<file path="config.mk">
export PLATFORM = sky130hd
export DESIGN_NAME = base64_strict_decoder_top
export DESIGN_NICKNAME = d
export VERILOG_FILES = /design/src/sv/b64sd_pkg.sv /design/src/sv/base64_strict_decoder_top.sv
export SDC_FILE = /design/constraint.sdc
export NUM_CORES = 1
export LEC_CHECK = 0
export BUFFER_PORTS_ARGS = -buffer_cell sky130_fd_sc_hd__buf_2
export CELL_PAD_IN_SITES_DETAIL_PLACEMENT = 0
export CELL_PAD_IN_SITES_GLOBAL_PLACEMENT = 1
export CORE_ASPECT_RATIO = 1.1
export CORE_MARGIN = 2
export CORE_UTILIZATION = 47
export DETAILED_ROUTE_END_ITERATION = 7
export PLACE_DENSITY = 0.87
export SLEW_MARGIN = 20
export SYNTH_ARGS = -nofsm -noshare
export SYNTH_HDL_FRONTEND = slang
export SYNTH_SLANG_ARGS = --single-unit
</file>
<file path="constraint.sdc">
create_clock -name clk -period 3.8 [get_ports clk]
set_input_delay 0.19 -clock clk [delete_from_list [all_inputs] [get_ports clk]]
set_output_delay 0.19 -clock clk [all_outputs]
set_load 0.005 [all_outputs]
</file>
<file path="src/sv/b64sd_pkg.sv">
// Constants and the symbol map for the strict base64 decoder.
`timescale 1ns / 1ps
`default_nettype none

package b64sd_pkg;

    localparam logic [7:0] PAD_CHAR = 8'h3D;

    localparam logic [1:0] ST_OK      = 2'd0;
    localparam logic [1:0] ST_BAD_LEN = 2'd1;
    localparam logic [1:0] ST_BAD_PAD = 2'd2;
    localparam logic [1:0] ST_BAD_SYM = 2'd3;

    localparam int DATA_W   = 8;
    localparam int STATUS_W = 2;
    localparam int TDATA_W  = 16;

    typedef struct packed {
        logic       invalid;
        logic [5:0] value;
    } sym_t;

    // Map one character to its six-bit value; flag anything outside the alphabet.
    function automatic sym_t sym_decode(input logic [7:0] c);
        sym_t r;
        r.invalid = 1'b0;
        r.value   = 6'd0;
        if (c >= 8'h41 && c <= 8'h5A) begin
            r.value = 6'(c - 8'h41);
        end
        else if (c >= 8'h61 && c <= 8'h7A) begin
            r.value = 6'(c - 8'h61 + 8'd26);
        end
        else if (c >= 8'h30 && c <= 8'h39) begin
            r.value = 6'(c - 8'h30 + 8'd52);
        end
        else if (c == 8'h2B) begin
            r.value = 6'd62;
        end
        else if (c == 8'h2F) begin
            r.value = 6'd63;
        end
        else begin
            r.invalid = 1'b1;
        end
        return r;
    endfunction

endpackage

`default_nettype wire

</file>
<file path="src/sv/base64_strict_decoder_top.sv">
// Strict base64 decoder: one character in, decoded bytes and an end status out.
// A character is taken into the input register, then decoded into the result
// register once that register is free; its first result then shows on the output.
// One character per cycle while each gives at most one result and m_axis_tready is
// high; a group-completing character holds the input until its up to 4 results leave.
// Reset clears the group state, error code and both stages' flags; not the payload.
`timescale 1ns / 1ps
`default_nettype none

module base64_strict_decoder_top (
    input  wire logic        clk,
    input  wire logic        rst_n,
    input  wire logic        s_axis_tvalid,
    output logic             s_axis_tready,
    input  wire logic [7:0]  s_axis_tdata,   // [7:0] symbol
    input  wire logic        s_axis_tlast,   // is_final
    output logic             m_axis_tvalid,
    input  wire logic        m_axis_tready,
    output logic [15:0]      m_axis_tdata,   // [7:0] data_byte, [9:8] status, rest zero
    output logic             m_axis_tuser,   // kind
    output logic             m_axis_tlast    // is_last
);
    import b64sd_pkg::*;

    // input register
    logic       in_valid_reg;
    logic [7:0] in_sym_reg;
    logic       in_fin_reg;

    // decoder state
    logic [1:0]  pos_reg, pos_next;
    logic [17:0] gb_reg, gb_next;
    logic [1:0]  pc_reg, pc_next;
    logic [1:0]  fe_reg, fe_next;

    // result register: up to three bytes and an optional status
    logic       bun_valid_reg;
    logic [7:0] b0_reg, b1_reg, b2_reg;
    logic [1:0] nb_reg;
    logic       bfin_reg;
    logic [1:0] bst_reg;
    logic [1:0] idx_reg;

    logic [2:0]  total;
    logic        last_res;
    logic        out_take;
    logic        bun_free;
    logic        in_moves;
    logic        is_status;
    logic [7:0]  cur_byte;

    sym_t        sv;
    logic        is_pad;
    logic [1:0]  err;
    logic [1:0]  pc_new;
    logic [5:0]  v;
    logic [23:0] g;
    logic [1:0]  nb_next;
    logic [1:0]  st_next;

    assign total     = {1'b0, nb_reg} + {2'b00, bfin_reg};
    assign last_res  = ({1'b0, idx_reg} + 3'd1) == total;
    assign out_take  = bun_valid_reg && m_axis_tready;
    assign bun_free  = !bun_valid_reg || (out_take && last_res);
    assign in_moves  = in_valid_reg && bun_free;
    assign s_axis_tready = !in_valid_reg || bun_free;

    always_comb
    begin
        sv      = sym_decode(in_sym_reg);
        is_pad  = (in_sym_reg == PAD_CHAR);
        err     = ST_OK;
        pc_new  = pc_reg;
        v       = 6'd0;
        nb_next = 2'd0;
        pos_next = pos_reg;
        gb_next  = gb_reg;
        pc_next  = pc_reg;
        fe_next  = fe_reg;
        g        = {gb_reg, 6'd0};
        st_next  = ST_OK;
        if (in_moves)
        begin
            if (fe_reg == ST_OK)
            begin
                if (is_pad)
                begin
                    if (pos_reg < 2'd2 || (pos_reg == 2'd3 && !in_fin_reg))
                    begin
                        err = ST_BAD_PAD;
                    end
                    else
                    begin
                        pc_new = pc_reg + 2'd1;
                    end
                end
                else if (pc_reg != 2'd0)
                begin
                    err = ST_BAD_PAD;
                end
                else
                begin
                    v = sv.value;
                    if (sv.invalid)
                    begin
                        err = ST_BAD_SYM;
                    end
                end
                // padding inside a group that is not the last one
                if (err == ST_OK && pos_reg == 2'd3 && pc_new != 2'd0 && !in_fin_reg)
                begin
                    err = ST_BAD_PAD;
                end
                pc_next = pc_new;
                g = {gb_reg, v};
                if (err != ST_OK)
                begin
                    fe_next = err;
                end
                else if (pos_reg != 2'd3)
                begin
                    gb_next = {gb_reg[11:0], v};
                end
                else
                begin
                    case (pc_new)
                        2'd0:    nb_next = 2'd3;
                        2'd1:    nb_next = 2'd2;
                        default: nb_next = 2'd1;
                    endcase
                end
            end
            if (pos_reg == 2'd3)
            begin
                gb_next = 18'd0;
                pc_next = 2'd0;
            end
            pos_next = pos_reg + 2'd1;
            st_next  = (pos_reg != 2'd3) ? ST_BAD_LEN : fe_next;
            if (in_fin_reg)
            begin
                // end of string: back to idle
                pos_next = 2'd0;
                gb_next  = 18'd0;
                pc_next  = 2'd0;
                fe_next  = ST_OK;
            end
        end
    end

    always_ff @(posedge clk or negedge rst_n)
    begin
        if (!rst_n)
        begin
            in_valid_reg  <= 1'b0;
            in_sym_reg    <= 8'd0;
            in_fin_reg    <= 1'b0;
            pos_reg       <= 2'd0;
            gb_reg        <= 18'd0;
            pc_reg        <= 2'd0;
            fe_reg        <= ST_OK;
            bun_valid_reg <= 1'b0;
            nb_reg        <= 2'd0;
            bfin_reg      <= 1'b0;
            idx_reg       <= 2'd0;
        end
        else
        begin
            if (s_axis_tvalid && s_axis_tready)
            begin
                in_valid_reg <= 1'b1;
                in_sym_reg   <= s_axis_tdata;
                in_fin_reg   <= s_axis_tlast;
            end
            else if (in_moves)
            begin
                in_valid_reg <= 1'b0;
            end
            pos_reg <= pos_next;
            gb_reg  <= gb_next;
            pc_reg  <= pc_next;
            fe_reg  <= fe_next;
            if (in_moves)
            begin
                // skip items that give no result
                bun_valid_reg <= (nb_next != 2'd0) || in_fin_reg;
                nb_reg        <= nb_next;
                bfin_reg      <= in_fin_reg;
                idx_reg       <= 2'd0;
            end
            else if (bun_free)
            begin
                bun_valid_reg <= 1'b0;
            end
            else if (out_take)
            begin
                idx_reg <= idx_reg + 2'd1;
            end
        end
    end

    // payload needs no reset
    always_ff @(posedge clk)
    begin
        if (in_moves)
        begin
            b0_reg  <= g[23:16];
            b1_reg  <= g[15:8];
            b2_reg  <= g[7:0];
            bst_reg <= st_next;
        end
    end

    always_comb
    begin
        case (idx_reg)
            2'd0:    cur_byte = b0_reg;
            2'd1:    cur_byte = b1_reg;
            default: cur_byte = b2_reg;
        endcase
    end

    assign is_status     = (idx_reg == nb_reg);
    assign m_axis_tvalid = bun_valid_reg;
    assign m_axis_tuser  = is_status;
    assign m_axis_tlast  = is_status;
    assign m_axis_tdata  = {6'd0, (is_status ? bst_reg : ST_OK),
                            (is_status ? 8'd0 : cur_byte)};

    // a held result set always has a result at the current index
    a_idx_in_range: assert property (@(posedge clk) disable iff (!rst_n)
        bun_valid_reg |-> ({1'b0, idx_reg} < total))
        else $error("result index beyond result count");

    // a final character leaves the decoder idle
    a_fin_idle: assert property (@(posedge clk) disable iff (!rst_n)
        (in_moves && in_fin_reg) |=> (pos_reg == 2'd0 && fe_reg == ST_OK && pc_reg == 2'd0))
        else $error("decoder state not cleared after final character");

    // no data bytes once an error is recorded
    a_no_bytes_after_err: assert property (@(posedge clk) disable iff (!rst_n)
        (in_moves && fe_reg != ST_OK) |-> (nb_next == 2'd0))
        else $error("bytes produced after an error");

    // the input register never drops a request
    a_in_hold: assert property (@(posedge clk) disable iff (!rst_n)
        (in_valid_reg && !bun_free) |=> (in_valid_reg && $stable(in_sym_reg)))
        else $error("pending character lost");

endmodule

`default_nettype wire
</file>
== After elaboration in Yosys (flattened, before gate mapping) ==
Cells that the tools add are included.
Storage, ports and cells
  bits in registers: 66
  bits of input ports: 13
  output and inout port bits: 20
Operators by class
  add/sub/neg operators: 10
  magnitude comparators: 7
  reductions and logical operators: 34
  multiplexer cells: 52
  eq/ne operators: 11
Operator list (number)
  two-way mux 18 bit: 5
  two-way mux 2 bit: 28
  two-way mux 6 bit: 7
  == test 8 x 6 -> 1 bit (second input constant): 3
  greater-or-equal comparator 8 x 7 -> 1 bit (second input constant): 2
  less-or-equal comparator 8 x 7 -> 1 bit (second input constant): 2
  one-hot mux 8 bit (2 select lines): 1
  nonzero test 2 bit: 7
  subtractor 6 bit (second input constant): 2
  logical AND 1 bit: 11
  two-way mux 1 bit: 9
  greater-or-equal comparator 8 x 6 -> 1 bit (second input constant): 1
  less-or-equal comparator 8 x 6 -> 1 bit (second input constant): 1
  logical NOT 2 bit: 4
  two-way mux 8 bit: 1
  adder 2 x 1 -> 2 bit (second input constant): 3
  adder 6 x 5 -> 6 bit (second input constant): 1
  adder 6 bit (second input constant): 1
  nonzero test 3 bit: 2
  subtractor 6 x 1 -> 6 bit (second input constant): 1
  == test 2 x 1 -> 1 bit (second input constant): 2
  logical OR 1 bit: 4
  one-hot mux 2 bit (2 select lines): 1
  AND reduction 2 bit: 2
  other kinds (11): 13

== Longest topological paths before layout ==
Gate-level depths: netlist (run 1).
  depth after elaboration: 25
  gate-level depth with buffers: 11
  mapped depth without buffers: 9

== Worst setup path after synthesis (run 1) ==
No wires, ideal clock.
  path type: reg-to-reg
  start: register nb_reg[0]
  end: register fe_reg[1]
  arrival: 2.562 ns
  buffers on the path: 1
  setup time: 0.121 ns
  period minus slack after synthesis: 2.683 ns
  slack: 1.117 ns
  stages on the path, launching flop included: 10
  cells stage by stage: dfrtp_1 > ha_1 > ha_1 > xnor2_1 > a41oi_2 > nand2b_1 > buf_2 > inv_1 > nand2_1 > a22o_1
Between the ends
  word-level cells in the longest chain between the ends: 5
RTL lines
  start: declaration: line base64_strict_decoder_top.sv:39  | logic [1:0] nb_reg;
  start signal: assignment: line base64_strict_decoder_top.sv:187  | nb_reg <= nb_next;
  adder 2 x 1 -> 3 bit: line base64_strict_decoder_top.sv:61  | assign total = {1'b0, nb_reg} + {2'b00, bfin_reg};
  == test 3 bit: line base64_strict_decoder_top.sv:62  | assign last_res = ({1'b0, idx_reg} + 3'd1) == total;
  logical AND 1 bit: line base64_strict_decoder_top.sv:64  | assign bun_free = !bun_valid_reg || (out_take && last_res);
  logical OR 1 bit: line base64_strict_decoder_top.sv:64
  logical AND 1 bit: line base64_strict_decoder_top.sv:65  | assign in_moves = in_valid_reg && bun_free;
  net in_moves: line base64_strict_decoder_top.sv:48  | logic in_moves;
  end signal: assignment: line base64_strict_decoder_top.sv:182  | fe_reg <= fe_next;
  end: declaration: line base64_strict_decoder_top.sv:34  | logic [1:0] fe_reg, fe_next;
The timed path passes the listed nets, and every way through them passes these cells.
A chain may end at the register's enable or synchronous reset.

== Worst setup path in the final report (run 1) ==
  start: register idx_reg[0]
  end: register gb_reg[7]
Between the ends
  word-level cells in the longest chain between the ends: 6
RTL lines
  start: declaration: line base64_strict_decoder_top.sv:42  | logic [1:0] idx_reg;
  start signal: assignment: line base64_strict_decoder_top.sv:197  | idx_reg <= idx_reg + 2'd1;
  adder 2 x 1 -> 3 bit: line base64_strict_decoder_top.sv:62
  == test 3 bit: line base64_strict_decoder_top.sv:62
  logical AND 1 bit: line base64_strict_decoder_top.sv:64
  logical OR 1 bit: line base64_strict_decoder_top.sv:64
  logical AND 1 bit: line base64_strict_decoder_top.sv:65
  AND reduction 4 bit (no source line)
  end signal: assignment: line base64_strict_decoder_top.sv:180  | gb_reg <= gb_next;
  end: declaration: line base64_strict_decoder_top.sv:32  | logic [17:0] gb_reg, gb_next;
No other way between the ends.

==> results of run 1 <==
## logic make-up (layout without fill, tap and decap cells)
group,Yosys count,after routing,share of synthesized area
compound gates,84,84,0.194
xor+xnor,11,11,0.0278
fa+ha+maj,16,16,0.0577
buf+inv,34,59,0.0544
flops,66,66,0.514
mux,4,4,0.0130
other cells,1,6,0.00108
simple gates,95,95,0.138
## placed cells by master (no fill, tap or decap), drive strengths merged, types with 14 or more instances in the layout
cell,n
nor2,16
ha,16
buf,27
nand2,34
dfrtp,40
a22o,16
inv,14
a21oi,15
edfxtp,26
o21ai,15
## power by group
part / total, W / leakage (nW) / switching [W] / internal [W]
registers: 0.00118 / 0.771 / 0.000180 / 0.00100
logic: 0.00130 / 0.780 / 0.000788 / 0.000512
clock network: 0.000570 / 0.0990 / 0.000269 / 0.000301
## area by class of cell
cell class / instances / area share
repair buffers: 28 / 0.0388
clock buffers: 9 / 0.0326
clock inverters: 7 / 0.0184
well taps: 85 / 0.0280
inverters: 15 / 0.0148
multi-input cells: 216 / 0.399
flip-flops and latches: 66 / 0.468
## through the flow
step / total power (W) / worst slack [ps]
finish: 0.00305 / 890
global route: 0.00327 / 638
CTS: 0.00307 / 869
detailed placement: 0.00250 / 899
global placement: 0.00245 / 1020
floorplan: 0.00213 / 1120
## metal layers
| layer | part of all wire | vias up | routed length [um] |
|---|---|---|---|
| met3 | 0.034 | 7 | 225 |
| met4 | 0.011 | 0 | 74 |
| li1 | - | 1164 | - |
| met2 | 0.49 | 53 | 3260 |
| met5 | 0 | - | 0 |
| met1 | 0.47 | 1157 | 3150 |
## cells in the mapped netlist (2+ instances only)
cell type / n
nor2_1: 15
and2_1: 7
a21oi_1: 14
nor3_1: 4
a221oi_1: 2
buf_6: 3
a221o_1: 2
ha_1: 16
buf_4: 7
nand2_1: 34
nand3b_1: 2
a211oi_2: 2
o211a_1: 2
a22o_1: 9
o21ai_0: 15
xnor2_1: 8
mux2_2: 4
a22oi_1: 10
nand3_1: 12
inv_1: 14
dfrtp_1: 40
nand2b_1: 4
nor2b_1: 4
nand4_1: 3
a21o_1: 2
xor2_1: 3
edfxtp_1: 26
a21o_2: 2
clkbuf_1: 6
o2bb2ai_1: 2
a22o_2: 7
## worst min-delay path by stage
stage                     slack, ps           from  depth (start not counted)                  endpoint
after floorplan                -110          rst_n                          0      bfin_reg$_DFFE_PN0P_
after global placement          360          rst_n                          1    in_fin_reg$_DFFE_PN0P_
after detailed placement        370          rst_n                          1    in_fin_reg$_DFFE_PN0P_
after CTS                        30  s_axis_tvalid                          2  in_valid_reg$_DFFE_PN0P_
after global routing             40  s_axis_tvalid                          2  in_valid_reg$_DFFE_PN0P_
final                            40  s_axis_tvalid                          2  in_valid_reg$_DFFE_PN0P_
## worst max-delay path, stage by stage (launching register included)
cell	delay (ps)
dfrtp_1	500
inv_1	80
ha_1	340
xnor2_1	150
a41oi_2	310
nand2b_1	420
nor2_2	160
a21oi_2	620
a22o_2	270
==> run metrics, run 1 <==
Achievable Freq 0.344 GHz; RSZ-0062 raised after global routing no; Critical Path RT a little over 4000 ps; vias per cell 5.59; R2R cell count 8; post-route ant nets 0; share of the synthesized area in the top cell type 0.288; P per Cell Area 802 nW/um^2; GR Overflow Total 0; die area 8090 um^2; final core utilization 0.537; met1 usage 0.241; Post-DP Area 3600 um^2; number of global-route vias before repair 2277; r2r setup slk about 900 ps; kind of critical path reg2reg; Synth area leaders dfrtp_1 29%, edfxtp_1 23%, ha_1 5.8%; row cnt 32; largest area contributor in the synthesized netlist dfrtp_1; Clock Pin Slew Worst Setup and Hold Paths approximately 70 ps; Clock Tree Buf Depth 2; WHS around 43 ps; status complete, no violations; Root Buffer clkbuf_8; synthesized cell area 3470 um^2; router iterations before antenna repair 4; Layout Cells excl Fill 426; global route hottest layer met2; CTS Buf Count 9; Worst VDD drop 0.340 mV; Final min period 2910 ps; Nets 365; Yosys reg bits 66; startpoint class of the critical path register; layout cells sized above 1 0.208; Crit Reg-Reg Endpoint gb_reg[7]$_DFFE_PN0P_; placed cells roughly 400; hold buffer count at cts 1; chip height 94.1 um; final instance area 3800 um^2; sequential share of the synthesized area 0.514; EDFF count, synth 26; cells after synthesis 311; post-route clock period utilization 0.766; Max-Cap Viols 0; worst hold path class in2reg; initial antenna violation count 0; Final setup viols 0; synthesized area per cell ~11 um^2; Iteration-0 DRC Markers 114; Synth Flop Type dfrtp_1; FFs w/ async S/R, synth 0.606; worst-path maximum fanout 17; Critical Path Source idx_reg[0]$_DFFE_PN0P_; actual slew at the worst max-slew pin 901 ps; GR Util All Layers 0.180; met3 usage 0.0431; HPWL Detailed 4.82 mm; P&R area growth vs syn 9.63%; Starting Density 0.490; Post-CTS Setup Bufs 0; final hold violation count 0; CTS tree yes; Port Buffers 26; Post-Route WL around 6.7 mm; Synth Warn # 0; core area between 7000 and 8000 um^2; antenna diode count 0; CP endpoint kind register; Lkg Pwr approximately 1.7 nW; met2 GRT Util 0.285; WL/cell between 15 and 20 um; end point of the critical path gb_reg[7]$_DFFE_PN0P_; # IOs 33; drc violations 0; multi-input logic area 1520 um^2; CTS resizes 0; Fin Clk Skew 4.70 ps; first-pass GRT wire length between 10 and 15 mm; reg2reg start idx_reg[0]$_DFFE_PN0P_; Rel. slew slack 0.399; gp weighted congestion 0.872; worst path arrival time 3190 ps; max FFs per register 18; Reg area 1780 um^2; die width 85.9 um; final setup TNS 0 ps; htree depth 3; vias post-DR 2381; clock latency on the worst-skew pair around 340 ps; count of cell types in the netlist 61; Filler Cell Count 617; pin count of the biggest net entering global routing between 40 and 50; CTS Sinks 66; Slew Limit Fails 0
No activity file was read; power rests on OpenSTA's default activity.
==> run 2, diff against run 1 <==
==> constraint.sdc (replaced) <==
create_clock -name clk -period 2.8 [get_ports clk]
set_input_delay 0.14 -clock clk [delete_from_list [all_inputs] [get_ports clk]]
set_output_delay 0.14 -clock clk [all_outputs]
set_load 0.005 [all_outputs]
==> run 2 against run 1 <==
Hold slack got worse by 26 ps. Register-to-register slack got worse by 710 ps. Maximum frequency increased by 11%. Final cell count increased by 3.1%. Sequential power increased by 36%. Critical path depth decreased by 1. Largest power group unchanged.
==> run metrics, run 2 (synthesis results as in run 1) <==
first-pass GRT wire length 11.5 mm (was 11.2 mm); met2 WL post-DR 3.36 mm (was 3.26 mm); Rel. slew slack 0.423 (was 0.399); Final min period 2620 ps (was 2910 ps); final setup TNS 0 ps (unchanged); most common cell after layout, fill and taps aside dfrtp_1 (unchanged); Clock Tree Buf Depth 2 (unchanged); drc violations 0 (unchanged); Top Layer Used met4 (unchanged); Clock Pin Slew Worst Setup and Hold Paths 90 ps (was 70 ps); placed cells 414 (was 409); Final setup viols 0 (unchanged); worst hold path class in2reg (unchanged); actual slew at the worst max-slew pin 866 ps (was 901 ps); post-route ant nets 0 (unchanged); Nets 378 (was 365); chip height 94.1 um (unchanged); antenna diode count 0 (unchanged); Lkg Pwr 1.72 nW (was 1.65 nW); worst-path maximum fanout 7 (was 17); Starting Density 0.490 (unchanged); R2R cell count 7 (was 8); vias post-DR 2426 (was 2381); vias per cell 5.53 (was 5.59); final hold violation count 0 (unchanged); P per Cell Area 1110 nW/um^2 (was 802 nW/um^2); Critical Path RT 2890 ps (was 4080 ps); initial antenna violation count 0 (unchanged); routed length on met3 263 um (was 225 um); Worst VDD drop 0.459 mV (was 0.340 mV); row cnt 32 (unchanged); Fin Clk Skew 18.8 ps (was 4.70 ps); Post-Route WL 6.89 mm (was 6.70 mm); worst path arrival time 2710 ps (was 3190 ps); Post-Route M1 WL 3.15 mm (about the same); Hold Path Depth 2 (unchanged); GR Overflow Total 0 (unchanged); Root Buffer clkbuf_8 (unchanged); # IOs 33 (unchanged); CTS Sinks 66 (unchanged); startpoint class of the critical path register (unchanged); WL/cell 15.7 um (about the same); Layout Cells excl Fill 439 (was 426); clock latency on the worst-skew pair 360 ps (was 340 ps); most frequent cells in the layout 40 x dfrtp_1, 34 x nand2_1, 26 x edfxtp_1, 26 x buf_2, 16 x ha_1 (unchanged); gp weighted congestion 0.859 (was 0.872); die width 85.9 um (unchanged); r2r setup slk 180 ps (was 890 ps); RSZ-0062 raised after global routing no (unchanged); P&R area growth vs syn 14.4% (was 9.63%); kind of critical path reg2reg (unchanged); router iterations before antenna repair 4 (unchanged); layout cells sized above 1 0.220 (was 0.208); core area 7090 um^2 (unchanged); max FFs per register 18 (unchanged); Achievable Freq 0.382 GHz (was 0.344 GHz); post-route clock period utilization 0.936 (was 0.766); status complete, no violations (unchanged); Filler Cell Count 610 (was 617); htree depth 3 (unchanged); Slew Limit Fails 0 (unchanged); CTS Buf Count 9 (unchanged); die area 8090 um^2 (unchanged); number of global-route vias before repair 2312 (was 2277); HPWL Detailed 4.89 mm (was 4.82 mm); Iteration-0 DRC Markers 123 (was 114); GR Util All Layers 0.185 (was 0.180); CP endpoint kind register (unchanged); Port Buffers 26 (unchanged); Max-Cap Viols 0 (unchanged); CTS tree yes (unchanged); pin count of the biggest net entering global routing 41 (unchanged)
## run 2: final timing paths
check                                          startpoint                         to
worst min-delay path                      s_axis_tdata[7]  in_sym_reg[7]$_DFFE_PN0P_
worst max-delay path            in_sym_reg[0]$_DFFE_PN0P_   bst_reg[0]$_SDFFCE_PN1P_
min in group asynchronous                           rst_n  in_sym_reg[0]$_DFFE_PN0P_
worst max register to register  in_sym_reg[0]$_DFFE_PN0P_   bst_reg[0]$_SDFFCE_PN1P_
worst min register to register     gb_reg[15]$_DFFE_PN0P_        b0_reg[5]$_DFFE_PP_
max in group asynchronous                           rst_n     gb_reg[14]$_DFFE_PN0P_
## run 2: critical path, cell delays in order (launching register included)
cell	delay [ps]
dfrtp_1	490
inv_1	150
ha_1	280
nor2b_1	150
o211a_1	270
a211o_1	370
nor4b_1	190
or3b_2	450
## run 2: area by class of cell
cell class | instances | area, um^2 | share of cell area
inverter | 15 | 56.3 | 0.0142
tap | 85 | 106 | 0.0268
timing repair buffer | 41 | 273 | 0.0687
multi-input combinational | 216 | 1530 | 0.384
clock inverter | 7 | 101 | 0.0255
sequential | 66 | 1780 | 0.449
clock buffer | 9 | 124 | 0.0312
## run 2: what timing repair did
| action | 4_1_cts | 5_1_grt |
|---|---|---|
| buffers inserted | 0 | 2 |
| hold buffers | 7 | 0 |
| hold endpoints to repair | 46 | 0 |
| setup endpoints to repair | 0 | 21 |
| resized for setup | 0 | 1 |
## run 2: through the flow
stage | hold slack, ps | power, W | instance area, um^2 | util | setup slack [ps]
after floorplan | -156 | 0.00289 | 3490 | - | 117
after global placement | 307 | 0.00341 | 3650 | 0.515 | 193
after detailed placement | 319 | 0.00346 | 3650 | 0.515 | 119
after CTS | 6.51 | 0.00439 | 3950 | 0.557 | 84.8
after global routing | 19.0 | 0.00471 | 3970 | 0.560 | 14.8
final | 16.9 | 0.00440 | 3970 | 0.560 | 179
## run 2: where the power goes
group | internal (W) | switching [W]
logic | 0.000784 | 0.00110
registers | 0.00136 | 0.000248
clock network | 0.000508 | 0.000402
## run 2: layer usage
| layer | GRT usage | vias to the layer above |
|---|---|---|
| met1 | 0.240 | 1145 |
| met5 | 0 | - |
| met4 | 0.0794 | 0 |
| met3 | 0.0475 | 12 |
| met2 | 0.291 | 62 |
| li1 | - | 1207 |
